==> config.mk <==
export PLATFORM = sky130hd
export DESIGN_NAME = table_driven_lexer
export DESIGN_NICKNAME = d
export VERILOG_FILES = /design/src/hdl/tdl_pkg.sv /design/src/hdl/tdl_fifo.sv /design/src/hdl/tdl_front.sv /design/src/hdl/tdl_back.sv /design/src/hdl/table_driven_lexer.sv
export SDC_FILE = /design/constraint.sdc
export NUM_CORES = 2
export LEC_CHECK = 0
export BUFFER_PORTS_ARGS = -buffer_cell sky130_fd_sc_hd__buf_2
export CORE_MARGIN = 3
export CORE_UTILIZATION = 43
export DETAILED_ROUTE_END_ITERATION = 10
export PLACE_DENSITY = 0.61
export SETUP_SLACK_MARGIN = 0.1
export SLEW_MARGIN = 20
export SYNTH_ARGS = -nofsm -noshare
export SYNTH_HDL_FRONTEND = slang
export SYNTH_SLANG_ARGS = --single-unit
export TNS_END_PERCENT = 20
==> constraint.sdc <==
create_clock -name aclk -period 13.2 [get_ports aclk]
set_input_delay 3.96 -clock aclk [delete_from_list [all_inputs] [get_ports aclk]]
set_output_delay 3.96 -clock aclk [all_outputs]
set_load 0.1 [all_outputs]
==> src/hdl/tdl_pkg.sv <==
// ----------------------------------------------------------------------------
// tdl_pkg
// Shared types, character codes and defaults of the table driven lexer.
// ----------------------------------------------------------------------------
package tdl_pkg;

    // default configuration
    localparam int MATCH_LEN_DEF     = 6;
    localparam int TABLE_ENTRIES_DEF = 4;
    localparam int POSITION_BITS_DEF = 16;

    // configuration port and table entry layout
    localparam int CFG_W        = 60;
    localparam int CFG_IDX_W    = 3;
    localparam int N_TABLES     = 2;
    localparam int N_ENTRIES    = 4;
    localparam int ENT_LEN_LSB  = 48;
    localparam int ENT_TYPE_LSB = 52;
    localparam int OUT_TDATA_W  = 48;

    // character codes
    localparam logic [7:0] CH_LF         = 8'h0A;
    localparam logic [7:0] CH_CR         = 8'h0D;
    localparam logic [7:0] CH_SPACE      = 8'h20;
    localparam logic [7:0] CH_TAB        = 8'h09;
    localparam logic [7:0] CH_UNDERSCORE = 8'h5F;
    localparam logic [7:0] CH_DIGIT_LO   = 8'h30;
    localparam logic [7:0] CH_DIGIT_HI   = 8'h39;
    localparam logic [7:0] CH_UPPER_LO   = 8'h41;
    localparam logic [7:0] CH_UPPER_HI   = 8'h5A;
    localparam logic [7:0] CH_LOWER_LO   = 8'h61;
    localparam logic [7:0] CH_LOWER_HI   = 8'h7A;

    typedef enum logic [2:0] {
        TOK_NEWLINE  = 3'd0,
        TOK_BLANK    = 3'd1,
        TOK_OPERATOR = 3'd2,
        TOK_KEYWORD  = 3'd3,
        TOK_IDENT    = 3'd4,
        TOK_NUMBER   = 3'd5,
        TOK_END      = 3'd6
    } token_type_t;

    typedef enum logic [1:0] {
        RUN_NONE   = 2'd0,
        RUN_BLANK  = 2'd1,
        RUN_IDENT  = 2'd2,
        RUN_NUMBER = 2'd3
    } run_kind_t;

    typedef enum logic [1:0] {
        SCAN_NONE = 2'd0,
        SCAN_HIT  = 2'd1,
        SCAN_WAIT = 2'd2
    } scan_t;

    typedef enum logic [1:0] {
        PH_IDLE   = 2'd0,
        PH_DECIDE = 2'd1,
        PH_CLOSE  = 2'd2,
        PH_END    = 2'd3
    } phase_t;

    // byte class worked out by the front end
    typedef struct packed {
        logic lf;
        logic cr;
        logic blank;
        logic digit;
        logic id_start;
    } chclass_t;

    typedef struct packed {
        logic [7:0] ch;
        chclass_t   cls;
        logic       last;
    } in_item_t;

    typedef struct packed {
        token_type_t kind;
        logic [15:0] start;
        logic [15:0] length;
        logic [7:0]  utype;
        logic        too_long;
    } tok_t;

    typedef struct packed {
        tok_t tok;
        logic last;
    } out_item_t;

    function automatic token_type_t run_token(input run_kind_t k);
        token_type_t t;
        unique case (k)
            RUN_BLANK: t = TOK_BLANK;
            RUN_IDENT: t = TOK_IDENT;
            RUN_NUMBER: t = TOK_NUMBER;
            RUN_NONE: t = TOK_NUMBER;
        endcase
        return t;
    endfunction

endpackage

==> src/hdl/tdl_fifo.sv <==
// ----------------------------------------------------------------------------
// tdl_fifo
// Small register queue with valid/ready on both sides.
// ----------------------------------------------------------------------------
module tdl_fifo #(
    parameter int WIDTH = 8,
    parameter int DEPTH = 2
) (
    input  logic             aclk,
    input  logic             aresetn,
    input  logic             wr_valid,
    output logic             wr_ready,
    input  logic [WIDTH-1:0] wr_data,
    output logic             rd_valid,
    input  logic             rd_ready,
    output logic [WIDTH-1:0] rd_data
);
    localparam int PTR_W = (DEPTH > 1) ? $clog2(DEPTH) : 1;
    localparam int CNT_W = $clog2(DEPTH + 1);

    logic [WIDTH-1:0] mem_reg [DEPTH];
    logic [PTR_W-1:0] wr_ptr_reg, wr_ptr_next, rd_ptr_reg, rd_ptr_next;
    logic [CNT_W-1:0] cnt_reg, cnt_next;
    logic             do_wr, do_rd;

    assign wr_ready = (cnt_reg < CNT_W'(DEPTH));
    assign rd_valid = (cnt_reg != '0);
    assign rd_data  = mem_reg[rd_ptr_reg];
    assign do_wr    = wr_valid && wr_ready;
    assign do_rd    = rd_valid && rd_ready;

    // pointer and count update
    always_comb begin
        wr_ptr_next = wr_ptr_reg;
        rd_ptr_next = rd_ptr_reg;
        cnt_next    = cnt_reg;
        if (do_wr) begin
            wr_ptr_next = (wr_ptr_reg == PTR_W'(DEPTH - 1)) ? '0 : wr_ptr_reg + 1'b1;
        end
        if (do_rd) begin
            rd_ptr_next = (rd_ptr_reg == PTR_W'(DEPTH - 1)) ? '0 : rd_ptr_reg + 1'b1;
        end
        if (do_wr && !do_rd) begin
            cnt_next = cnt_reg + 1'b1;
        end else if (do_rd && !do_wr) begin
            cnt_next = cnt_reg - 1'b1;
        end
    end

    always_ff @(posedge aclk) begin
        if (!aresetn) begin
            wr_ptr_reg <= '0;
            rd_ptr_reg <= '0;
            cnt_reg    <= '0;
        end else begin
            wr_ptr_reg <= wr_ptr_next;
            rd_ptr_reg <= rd_ptr_next;
            cnt_reg    <= cnt_next;
        end
    end

    // storage
    always_ff @(posedge aclk) begin
        if (do_wr) begin
            mem_reg[wr_ptr_reg] <= wr_data;
        end
    end

endmodule

==> src/hdl/tdl_front.sv <==
// ----------------------------------------------------------------------------
// tdl_front
// Takes text bytes, classifies each one and queues it for the back end.
// ----------------------------------------------------------------------------
module tdl_front (
    input  logic               aclk,
    input  logic               aresetn,
    input  logic               s_valid,
    output logic               s_ready,
    input  logic [7:0]         s_ch,
    input  logic               s_last,
    output logic               q_valid,
    input  logic               q_ready,
    output tdl_pkg::in_item_t  q_item
);
    tdl_pkg::in_item_t item;

    // byte classification
    always_comb begin
        item.ch           = s_ch;
        item.last         = s_last;
        item.cls.lf       = (s_ch == tdl_pkg::CH_LF);
        item.cls.cr       = (s_ch == tdl_pkg::CH_CR);
        item.cls.blank    = (s_ch == tdl_pkg::CH_SPACE) || (s_ch == tdl_pkg::CH_TAB);
        item.cls.digit    = (s_ch >= tdl_pkg::CH_DIGIT_LO) && (s_ch <= tdl_pkg::CH_DIGIT_HI);
        item.cls.id_start = ((s_ch >= tdl_pkg::CH_UPPER_LO) && (s_ch <= tdl_pkg::CH_UPPER_HI))
                         || ((s_ch >= tdl_pkg::CH_LOWER_LO) && (s_ch <= tdl_pkg::CH_LOWER_HI))
                         || (s_ch == tdl_pkg::CH_UNDERSCORE);
    end

    // queue towards the back end
    tdl_fifo #(
        .WIDTH ($bits(tdl_pkg::in_item_t)),
        .DEPTH (2)
    ) u_in_q (
        .aclk     (aclk),
        .aresetn  (aresetn),
        .wr_valid (s_valid),
        .wr_ready (s_ready),
        .wr_data  (item),
        .rd_valid (q_valid),
        .rd_ready (q_ready),
        .rd_data  (q_item)
    );

endmodule

==> src/hdl/tdl_back.sv <==
// ----------------------------------------------------------------------------
// tdl_back
// Look-ahead window, table match and run tracking; one decision per cycle while not stalled.
// ----------------------------------------------------------------------------
module tdl_back #(
    parameter int MATCH_LEN     = tdl_pkg::MATCH_LEN_DEF,
    parameter int TABLE_ENTRIES = tdl_pkg::TABLE_ENTRIES_DEF,
    parameter int POSITION_BITS = tdl_pkg::POSITION_BITS_DEF
) (
    input  logic                          aclk,
    input  logic                          aresetn,
    input  logic                          cfg_wr_en,
    input  logic [tdl_pkg::CFG_IDX_W-1:0] cfg_index,
    input  logic [tdl_pkg::CFG_W-1:0]     cfg_wdata,
    input  logic                          in_valid,
    output logic                          in_ready,
    input  tdl_pkg::in_item_t             in_item,
    output logic                          out_valid,
    input  logic                          out_ready,
    output tdl_pkg::out_item_t            out_item
);
    localparam int WIN_DEPTH = MATCH_LEN + 1;
    localparam int FILL_W    = $clog2(WIN_DEPTH + 1);
    localparam int P         = POSITION_BITS;

    typedef struct packed {
        logic [7:0]        ch;
        tdl_pkg::chclass_t cls;
    } win_ent_t;

    // state
    win_ent_t             win_reg [WIN_DEPTH];
    win_ent_t             win_next [WIN_DEPTH];
    logic [FILL_W-1:0]    fill_reg, fill_next;
    logic [P-1:0]         pos_reg, pos_next;
    logic [P-1:0]         rstart_reg, rstart_next;
    tdl_pkg::run_kind_t   rkind_reg, rkind_next;
    logic                 ovf_reg, ovf_next;
    logic                 ended_reg, ended_next;
    tdl_pkg::phase_t      phase_reg, phase_next;
    logic [tdl_pkg::CFG_W-1:0] tbl_reg [tdl_pkg::N_TABLES][tdl_pkg::N_ENTRIES];
    tdl_pkg::tok_t        hold_reg, hold_next;
    logic                 hold_valid_reg, hold_valid_next;
    logic                 hold_final_reg, hold_final_next;

    // working view of the state for this cycle
    win_ent_t             cur_win [WIN_DEPTH];
    logic [FILL_W-1:0]    cur_fill;
    logic [P-1:0]         cur_pos;
    logic                 cur_ovf;
    logic                 cur_ended;
    logic [P-1:0]         hp;

    tdl_pkg::scan_t       sres [tdl_pkg::N_TABLES];
    logic [3:0]           slen [tdl_pkg::N_TABLES];
    logic [7:0]           sut  [tdl_pkg::N_TABLES];

    logic                 dec_tok_v;
    tdl_pkg::tok_t        dec_tok;
    logic [FILL_W-1:0]    dec_cons;
    tdl_pkg::run_kind_t   dec_rk;
    logic [P-1:0]         dec_rs;
    logic                 dec_brk;
    logic [FILL_W-1:0]    dec_fill;
    logic                 dec_done;

    logic                 step_tok_v;
    tdl_pkg::tok_t        step_tok;
    logic                 step_fin;
    logic                 go;
    logic                 push, push_last;

    assign go        = ((phase_reg == tdl_pkg::PH_IDLE) ? in_valid : 1'b1)
                    && (!hold_valid_reg || out_ready);
    assign in_ready  = go && (phase_reg == tdl_pkg::PH_IDLE);

    // table registers
    always_ff @(posedge aclk) begin
        if (!aresetn) begin
            for (int t = 0; t < tdl_pkg::N_TABLES; t++) begin
                for (int i = 0; i < tdl_pkg::N_ENTRIES; i++) begin
                    tbl_reg[t][i] <= '0;
                end
            end
        end else if (cfg_wr_en) begin
            tbl_reg[cfg_index[2]][cfg_index[1:0]] <= cfg_wdata;
        end
    end

    // new byte enters the window at the start of a step
    always_comb begin
        cur_win   = win_reg;
        cur_fill  = fill_reg;
        cur_pos   = pos_reg;
        cur_ovf   = ovf_reg;
        cur_ended = ended_reg;
        if (phase_reg == tdl_pkg::PH_IDLE) begin
            cur_ended = in_item.last;
            if (&pos_reg) begin
                cur_ovf = 1'b1;
            end else begin
                cur_pos = pos_reg + 1'b1;
            end
            if (fill_reg < FILL_W'(WIN_DEPTH)) begin
                for (int k = 0; k < WIN_DEPTH; k++) begin
                    if (FILL_W'(k) == fill_reg) begin
                        cur_win[k] = {in_item.ch, in_item.cls};
                    end
                end
                cur_fill = fill_reg + 1'b1;
            end
        end
    end

    assign hp = (cur_pos >= P'(cur_fill)) ? cur_pos - P'(cur_fill) : '0;

    // operator and keyword tables, compared in parallel at the window head
    always_comb begin
        logic [tdl_pkg::CFG_W-1:0] e;
        logic [3:0]                l;
        logic                      mism;
        logic                      stop;
        for (int t = 0; t < tdl_pkg::N_TABLES; t++) begin
            sres[t] = tdl_pkg::SCAN_NONE;
            slen[t] = '0;
            sut[t]  = '0;
            stop    = 1'b0;
            for (int i = 0; i < TABLE_ENTRIES; i++) begin
                e    = tbl_reg[t][i];
                l    = e[tdl_pkg::ENT_LEN_LSB +: 4];
                mism = 1'b0;
                for (int j = 0; j < MATCH_LEN; j++) begin
                    if ((4'(j) < l) && (FILL_W'(j) < cur_fill)
                            && (cur_win[j].ch != e[8*j +: 8])) begin
                        mism = 1'b1;
                    end
                end
                if (!stop) begin
                    if (l == 4'd0) begin
                        stop = 1'b1;
                    end else if ((l <= 4'(MATCH_LEN)) && !mism) begin
                        if (l > 4'(cur_fill)) begin
                            if (!cur_ended) begin
                                sres[t] = tdl_pkg::SCAN_WAIT;
                                stop    = 1'b1;
                            end
                        end else begin
                            sres[t] = tdl_pkg::SCAN_HIT;
                            slen[t] = l;
                            sut[t]  = e[tdl_pkg::ENT_TYPE_LSB +: 8];
                            stop    = 1'b1;
                        end
                    end
                end
            end
        end
    end

    // one decision on the window head
    always_comb begin
        logic cont;
        dec_tok_v         = 1'b0;
        dec_tok.kind      = tdl_pkg::TOK_NEWLINE;
        dec_tok.start     = 16'(hp);
        dec_tok.length    = 16'd1;
        dec_tok.utype     = '0;
        dec_tok.too_long  = cur_ovf;
        dec_cons          = '0;
        dec_rk            = rkind_reg;
        dec_rs            = rstart_reg;
        dec_brk           = 1'b0;
        unique case (rkind_reg)
            tdl_pkg::RUN_BLANK:  cont = cur_win[0].cls.blank;
            tdl_pkg::RUN_IDENT:  cont = cur_win[0].cls.id_start || cur_win[0].cls.digit;
            tdl_pkg::RUN_NUMBER: cont = cur_win[0].cls.digit;
            tdl_pkg::RUN_NONE:   cont = 1'b0;
        endcase
        priority if (cur_fill == '0) begin
            dec_brk = 1'b1;
        end else if (rkind_reg != tdl_pkg::RUN_NONE) begin
            if (cont) begin
                dec_cons = FILL_W'(1);
            end else begin
                dec_tok_v      = 1'b1;
                dec_tok.kind   = tdl_pkg::run_token(rkind_reg);
                dec_tok.start  = 16'(rstart_reg);
                dec_tok.length = 16'((hp >= rstart_reg) ? hp - rstart_reg : '0);
                dec_rk         = tdl_pkg::RUN_NONE;
            end
        end else if (cur_win[0].cls.lf) begin
            dec_tok_v = 1'b1;
            dec_cons  = FILL_W'(1);
        end else if (cur_win[0].cls.cr) begin
            if (cur_fill >= FILL_W'(2)) begin
                dec_tok_v = 1'b1;
                if (cur_win[1].cls.lf) begin
                    dec_tok.length = 16'd2;
                    dec_cons       = FILL_W'(2);
                end else begin
                    dec_cons = FILL_W'(1);
                end
            end else if (cur_ended) begin
                dec_tok_v = 1'b1;
                dec_cons  = FILL_W'(1);
            end else begin
                dec_brk = 1'b1;
            end
        end else if (cur_win[0].cls.blank) begin
            dec_rk   = tdl_pkg::RUN_BLANK;
            dec_rs   = hp;
            dec_cons = FILL_W'(1);
        end else if (sres[0] == tdl_pkg::SCAN_WAIT) begin
            dec_brk = 1'b1;
        end else if (sres[0] == tdl_pkg::SCAN_HIT) begin
            dec_tok_v      = 1'b1;
            dec_tok.kind   = tdl_pkg::TOK_OPERATOR;
            dec_tok.length = 16'(slen[0]);
            dec_tok.utype  = sut[0];
            dec_cons       = FILL_W'(slen[0]);
        end else if (sres[1] == tdl_pkg::SCAN_WAIT) begin
            dec_brk = 1'b1;
        end else if (sres[1] == tdl_pkg::SCAN_HIT) begin
            dec_tok_v      = 1'b1;
            dec_tok.kind   = tdl_pkg::TOK_KEYWORD;
            dec_tok.length = 16'(slen[1]);
            dec_tok.utype  = sut[1];
            dec_cons       = FILL_W'(slen[1]);
        end else begin
            if (cur_win[0].cls.id_start) begin
                dec_rk = tdl_pkg::RUN_IDENT;
                dec_rs = hp;
            end else if (cur_win[0].cls.digit) begin
                dec_rk = tdl_pkg::RUN_NUMBER;
                dec_rs = hp;
            end
            dec_cons = FILL_W'(1);
        end
    end

    assign dec_fill = cur_fill - dec_cons;
    assign dec_done = dec_brk || (dec_fill == '0);

    // next phase
    always_comb begin
        phase_next = phase_reg;
        unique case (phase_reg)
            tdl_pkg::PH_IDLE, tdl_pkg::PH_DECIDE: begin
                if (go) begin
                    if (!dec_done) begin
                        phase_next = tdl_pkg::PH_DECIDE;
                    end else if (!cur_ended) begin
                        phase_next = tdl_pkg::PH_IDLE;
                    end else if (dec_rk != tdl_pkg::RUN_NONE) begin
                        phase_next = tdl_pkg::PH_CLOSE;
                    end else begin
                        phase_next = tdl_pkg::PH_END;
                    end
                end
            end
            tdl_pkg::PH_CLOSE: if (go) phase_next = tdl_pkg::PH_END;
            tdl_pkg::PH_END:   if (go) phase_next = tdl_pkg::PH_IDLE;
        endcase
    end

    // token of this cycle per phase
    always_comb begin
        step_tok_v          = 1'b0;
        step_tok            = dec_tok;
        step_fin            = 1'b0;
        unique case (phase_reg)
            tdl_pkg::PH_IDLE, tdl_pkg::PH_DECIDE: begin
                step_tok_v = dec_tok_v;
                step_fin   = dec_done && !cur_ended;
            end
            tdl_pkg::PH_CLOSE: begin
                step_tok_v        = 1'b1;
                step_tok.kind     = tdl_pkg::run_token(rkind_reg);
                step_tok.start    = 16'(rstart_reg);
                step_tok.length   = 16'((pos_reg >= rstart_reg) ? pos_reg - rstart_reg : '0);
                step_tok.utype    = '0;
                step_tok.too_long = ovf_reg;
            end
            tdl_pkg::PH_END: begin
                step_tok_v        = 1'b1;
                step_tok.kind     = tdl_pkg::TOK_END;
                step_tok.start    = 16'(pos_reg);
                step_tok.length   = '0;
                step_tok.utype    = '0;
                step_tok.too_long = ovf_reg;
                step_fin          = 1'b1;
            end
        endcase
    end

    // text state update
    always_comb begin
        win_next    = win_reg;
        fill_next   = fill_reg;
        pos_next    = pos_reg;
        rstart_next = rstart_reg;
        rkind_next  = rkind_reg;
        ovf_next    = ovf_reg;
        ended_next  = ended_reg;
        if (go) begin
            unique case (phase_reg)
                tdl_pkg::PH_IDLE, tdl_pkg::PH_DECIDE: begin
                    for (int m = 0; m < WIN_DEPTH; m++) begin
                        win_next[m] = cur_win[m];
                        for (int s = 1; s <= WIN_DEPTH; s++) begin
                            if ((dec_cons == FILL_W'(s)) && (m + s < WIN_DEPTH)) begin
                                win_next[m] = cur_win[(m + s) % WIN_DEPTH];
                            end
                        end
                    end
                    fill_next   = dec_fill;
                    pos_next    = cur_pos;
                    ovf_next    = cur_ovf;
                    ended_next  = cur_ended;
                    rkind_next  = dec_rk;
                    rstart_next = dec_rs;
                end
                tdl_pkg::PH_CLOSE: rkind_next = tdl_pkg::RUN_NONE;
                tdl_pkg::PH_END: begin
                    fill_next   = '0;
                    pos_next    = '0;
                    rstart_next = '0;
                    rkind_next  = tdl_pkg::RUN_NONE;
                    ovf_next    = 1'b0;
                    ended_next  = 1'b0;
                end
            endcase
        end
    end

    // hold stage: a token leaves once it is known whether it ends its byte's results
    always_comb begin
        hold_next       = hold_reg;
        hold_valid_next = hold_valid_reg;
        hold_final_next = hold_final_reg;
        push            = 1'b0;
        push_last       = 1'b0;
        if (hold_valid_reg && hold_final_reg && out_ready) begin
            push            = 1'b1;
            push_last       = 1'b1;
            hold_valid_next = 1'b0;
        end
        if (go) begin
            if (hold_valid_reg && !hold_final_reg) begin
                if (step_tok_v) begin
                    push = 1'b1;
                end else if (step_fin) begin
                    push            = 1'b1;
                    push_last       = 1'b1;
                    hold_valid_next = 1'b0;
                end
            end
            if (step_tok_v) begin
                hold_next       = step_tok;
                hold_valid_next = 1'b1;
                hold_final_next = step_fin;
            end
        end
    end

    assign out_valid     = push;
    assign out_item.tok  = hold_reg;
    assign out_item.last = push_last;

    always_ff @(posedge aclk) begin
        if (!aresetn) begin
            fill_reg       <= '0;
            pos_reg        <= '0;
            rstart_reg     <= '0;
            rkind_reg      <= tdl_pkg::RUN_NONE;
            ovf_reg        <= 1'b0;
            ended_reg      <= 1'b0;
            phase_reg      <= tdl_pkg::PH_IDLE;
            hold_valid_reg <= 1'b0;
            hold_final_reg <= 1'b0;
        end else begin
            fill_reg       <= fill_next;
            pos_reg        <= pos_next;
            rstart_reg     <= rstart_next;
            rkind_reg      <= rkind_next;
            ovf_reg        <= ovf_next;
            ended_reg      <= ended_next;
            phase_reg      <= phase_next;
            hold_valid_reg <= hold_valid_next;
            hold_final_reg <= hold_final_next;
        end
    end

    // payload
    always_ff @(posedge aclk) begin
        win_reg  <= win_next;
        hold_reg <= hold_next;
    end

endmodule

==> src/hdl/table_driven_lexer.sv <==
// ----------------------------------------------------------------------------
// table_driven_lexer
// Streaming lexer: bytes in, newline, blank, operator, keyword, identifier,
// number and end tokens out.
// ----------------------------------------------------------------------------
// Text enters one byte per word with tlast on its last byte; the block takes
// a byte every cycle while the back end keeps up. The back end makes one
// decision on the head of its look-ahead window per cycle while not stalled,
// the first in the same cycle as the byte arrives, and hands out at most one
// token per cycle. Extending, starting or skipping a run, or completing a
// newline, operator or keyword token is one decision; closing an open run is
// a decision of its own, taken before the closing byte is decided; bytes held
// back for a table compare are released one decision a cycle while not
// stalled (a whole table match in one), and the end of a text adds a decision
// for an open last run and one for the end token. tlast on the result side
// marks the last token caused by an input byte. The user must write the eight
// table entries through the cfg port (indices 0 to 3 operators, 4 to 7
// keywords) only while no text is in flight; the block does not enforce it.
module table_driven_lexer #(
    parameter int MATCH_LEN     = tdl_pkg::MATCH_LEN_DEF,
    parameter int TABLE_ENTRIES = tdl_pkg::TABLE_ENTRIES_DEF,
    parameter int POSITION_BITS = tdl_pkg::POSITION_BITS_DEF
) (
    input  logic                            aclk,
    input  logic                            aresetn,
    input  logic                            cfg_wr_en,
    input  logic [tdl_pkg::CFG_IDX_W-1:0]   cfg_index,
    input  logic [tdl_pkg::CFG_W-1:0]       cfg_wdata,
    input  logic                            s_axis_tvalid,
    output logic                            s_axis_tready,
    input  logic [7:0]                      s_axis_tdata,  // [7:0] ch
    input  logic                            s_axis_tlast,
    output logic                            m_axis_tvalid,
    input  logic                            m_axis_tready,
    // [15:0] token_start, [31:16] token_length, [39:32] user_type, [40] too_long
    output logic [tdl_pkg::OUT_TDATA_W-1:0] m_axis_tdata,
    output logic [2:0]                      m_axis_tuser,  // [2:0] token_type
    output logic                            m_axis_tlast
);
    logic               q_valid, q_ready;
    tdl_pkg::in_item_t  q_item;
    logic               bk_valid, bk_ready;
    tdl_pkg::out_item_t bk_item, oq_item;

    // classify and queue bytes
    tdl_front u_front (
        .aclk    (aclk),
        .aresetn (aresetn),
        .s_valid (s_axis_tvalid),
        .s_ready (s_axis_tready),
        .s_ch    (s_axis_tdata),
        .s_last  (s_axis_tlast),
        .q_valid (q_valid),
        .q_ready (q_ready),
        .q_item  (q_item)
    );

    // decide tokens
    tdl_back #(
        .MATCH_LEN     (MATCH_LEN),
        .TABLE_ENTRIES (TABLE_ENTRIES),
        .POSITION_BITS (POSITION_BITS)
    ) u_back (
        .aclk      (aclk),
        .aresetn   (aresetn),
        .cfg_wr_en (cfg_wr_en),
        .cfg_index (cfg_index),
        .cfg_wdata (cfg_wdata),
        .in_valid  (q_valid),
        .in_ready  (q_ready),
        .in_item   (q_item),
        .out_valid (bk_valid),
        .out_ready (bk_ready),
        .out_item  (bk_item)
    );

    // output register stage
    tdl_fifo #(
        .WIDTH ($bits(tdl_pkg::out_item_t)),
        .DEPTH (2)
    ) u_out_q (
        .aclk     (aclk),
        .aresetn  (aresetn),
        .wr_valid (bk_valid),
        .wr_ready (bk_ready),
        .wr_data  (bk_item),
        .rd_valid (m_axis_tvalid),
        .rd_ready (m_axis_tready),
        .rd_data  (oq_item)
    );

    // word packing
    assign m_axis_tdata = {7'd0, oq_item.tok.too_long, oq_item.tok.utype,
                           oq_item.tok.length, oq_item.tok.start};
    assign m_axis_tuser = oq_item.tok.kind;
    assign m_axis_tlast = oq_item.last;

`ifndef SYNTHESIS
    // the end token is always the last token of its byte
    a_end_last: assert property (@(posedge aclk) disable iff (!aresetn)
        (m_axis_tvalid && (m_axis_tuser == tdl_pkg::TOK_END)) |-> m_axis_tlast)
        else $error("end token without tlast");

    // the end token carries no length
    a_end_len: assert property (@(posedge aclk) disable iff (!aresetn)
        (m_axis_tvalid && (m_axis_tuser == tdl_pkg::TOK_END)) |-> (m_axis_tdata[31:16] == 16'd0))
        else $error("end token with non-zero length");

    // nothing leaves right after reset
    a_rst_quiet: assert property (@(posedge aclk)
        $past(!aresetn) |-> !m_axis_tvalid)
        else $error("output word straight after reset");
`endif

endmodule

==> run metrics <==
Area Overhead vs Synth=11.4%; Worst Setup End Kind=flop; fin nets=4,174; # DRC=0; Yosys top cell by area=edfxtp_1; CTS tree=built; Yosys cell types=approximately 110; CP Max Fanout=31; outcome=finished, final reports clean; largest buffer count on any clock path=3; # rows=approximately 120; largest net degree at the start of global routing=84; wire length on met2=66,600 microns; most common flop cell mapped by yosys=edfxtp_1; worst hold margin=0.431 ns; total CTS buffers=89; Hold WC Path Type=reg2reg; Hold Vio Cnt, Final=0; pre-CTS setup slack=3.84 ns; global placement routability congestion=0.929; Pwr Density=290 nW/um^2; Detailed Routing Iterations Pass 1=9; RSZ-0062 raised after global routing=no; ys async rst share=0%; number of global-route vias before repair=around 32k; Final Cycle Share=72.2%; setup bufs post-CTS=0; most common cell in the netlist=edfxtp_1; Post-Route WL=148,000 microns; mapped cell area=44,100 sq um; clk sink count=around 790; top layer in use=met5; max-capacitance violation count=0; Peak Freq=0.105 GHz; worst path arrival time=9.86 ns; Met3 Routed Length=roughly 13,000 microns; WL met1=60,700 microns; HPWL Detailed=103,000 microns; die height=326 microns; finished layout cell area=49,200 sq um; FF+latch count, synth=786; Critical Path RT=13.52 ns; share of post-route cells with drive strength above 1=12.7%; number of flops mapped to enable cells by yosys=733; Resize count post-CTS=0; # hold bufs at CTS=0; Critical Path Max Stage Delay=0.76 ns; top post-synthesis cells by area=edfxtp_1 (50%), xnor2_1 (6.4%), and2_1 (4.9%); total grt overflow=0; Initial Util=43.8%; die area=107,000 sq um; average size of a mapped cell=11.2 sq um; DRT antenna net count=0; GRT Util Overall=a little over a quarter; WL per Instance=27.1 microns; worst setup path class=reg2reg; Worst Path Buf+Inv=4; Worst slew margin=25.1%; Final Util=around 49%; Final Max Slew Viols=0; global-route wire length before repair=217,000 microns; post-synthesis sequential area ratio=52.3%; vias per std cell=between 6 and 7; commonest cells in the synthesized netlist=edfxtp_1 (733), and2_1 (346), xnor2_1 (322); Synth Instances=3,942; initial antenna violation count=3; Worst Clk Skew=0.0283 ns; CP max stage cell=a21oi_1; top cell type's share of synthesized area=49.9%; Static Leak=17.3 nW; via count=33.3k; Largest register FFs=480; crit path time final=~9.5 ns; area of placed instances=approximately 46,000 sq um; Finish-stage setup viols=0; Worst VDD drop=~270 uV; worst-margin pin slew=1.12 ns; Core ar.=101,000 sq um; CTS H-tree depth=3; TNS Setup=0 ns; latest clock arrival within the worst-skew pair=0.69 ns; Die X=326 microns; Crit path max-delay family=compound AO/OA/AOI/OAI gates; io pins=approximately 130; Iter 0 DRT Violations=4,174; yosys warns=0; PortBufs=123; Worst Setup Start Kind=flop; clock slew at reported path FFs=around 0.06 ns; final worst-path setup slack=between 3 and 4 ns; CTS root buf=clkbuf_16
[kinds of logic after synthesis]
family	count (synthesis)	share of synthesized area [%]
AOI/OAI and AO/OA	891	14.0
xor gates and xnor gates	390	7.74
muxes	175	4.79
buffers and inverters	371	3.75
other	1	0.00850
adders and majority gates	73	2.13
and+or+nand+nor	1255	15.3
DFF	786	52.3
[report_power, final]
group / internal (mW) / leakage (nW) / total [mW] / switching [mW]
clock network: 1.43 / 1.40 / 2.50 / 1.07
logic: 2.77 / 8.38 / 7.81 / 5.04
registers: 3.55 / 7.47 / 3.97 / 0.421
[cell usage in the layout, fill, tap and decap left out, types with 26 or more instances in the layout]
| cell | netlist | final |
|---|---|---|
| a31oi_1 | 45 | 45 |
| nand4_1 | 41 | 41 |
| edfxtp_1 | 733 | 733 |
| o21ai_0 | 153 | 149 |
| and2_1 | 346 | 344 |
| nand2_1 | 221 | 221 |
| a222oi_1 | 31 | 31 |
| mux2i_1 | 85 | 82 |
| o22ai_1 | 75 | 75 |
| nand3_1 | 56 | 56 |
| buf_4 | 25 | 97 |
| nand2b_1 | 36 | 32 |
| o21a_1 | 32 | 32 |
| ha_1 | 68 | 68 |
| nor2_1 | 215 | 212 |
| nor4_1 | 83 | 81 |
| a21o_1 | 26 | 26 |
| mux2_2 | 55 | 55 |
| xnor2_1 | 322 | 322 |
| nor3_1 | 62 | 59 |
| clkbuf_16 | 0 | 90 |
| a211oi_1 | 37 | 37 |
| and3_1 | 68 | 68 |
| a21oi_1 | 170 | 170 |
| a22oi_1 | 39 | 39 |
| nor2b_1 | 48 | 47 |
| inv_1 | 134 | 134 |
| xor2_1 | 68 | 68 |
| buf_2 | 57 | 123 |
| dfxtp_1 | 53 | 52 |
[final cells by class]
cell class	instances	area (sq um)
inverter	137	517
antenna	1	2.50
tap	1357	1700
timing repair buffer	220	1340
clock inverter	48	533
fill	9154	51700
clock buffer	113	2380
sequential	786	23100
multi-input combinational	2791	19600
[final timing paths]
kind                       start                      to  slack (ns)  depth (start not counted)
max           u_back.fill_reg[0]  u_out_q.mem_reg[0][17]        3.66                         25
min          u_back.out_item[21]  u_out_q.mem_reg[1][21]        0.43                          0
max reg2reg   u_back.fill_reg[0]  u_out_q.mem_reg[0][17]        3.66                         25
min reg2reg  u_back.out_item[21]  u_out_q.mem_reg[1][21]        0.43                          0
[per-stage QoR]
step / power (mW) / instances
2_1_floorplan: 9.66 / 3948
3_3_place_gp: 11.6 / 5290
3_5_place_dp: 11.7 / 5291
4_1_cts: 14.2 / 5452
5_1_grt: 15.0 / 5452
6_report: 14.3 / 5453
[worst register-to-register path: cells and delay by family, from the launching register on]
| kind | cells | cell delay (ns) |
|---|---|---|
| DFF | 1 | 0.55 |
| and+or+nand+nor | 6 | 2.78 |
| xor gates and xnor gates | 2 | 0.29 |
| AOI/OAI and AO/OA | 9 | 3.07 |
| adders and majority gates | 4 | 0.86 |
| buffers and inverters | 4 | 1.60 |
[routing by layer]
metal	vias to the layer above	GRT usage [%]
met4	6	12.5
li1	14900	-
met5	-	0
met3	346	4.95
met2	1711	42.4
met1	16300	36.7
(Power assumes the default switching activity.)
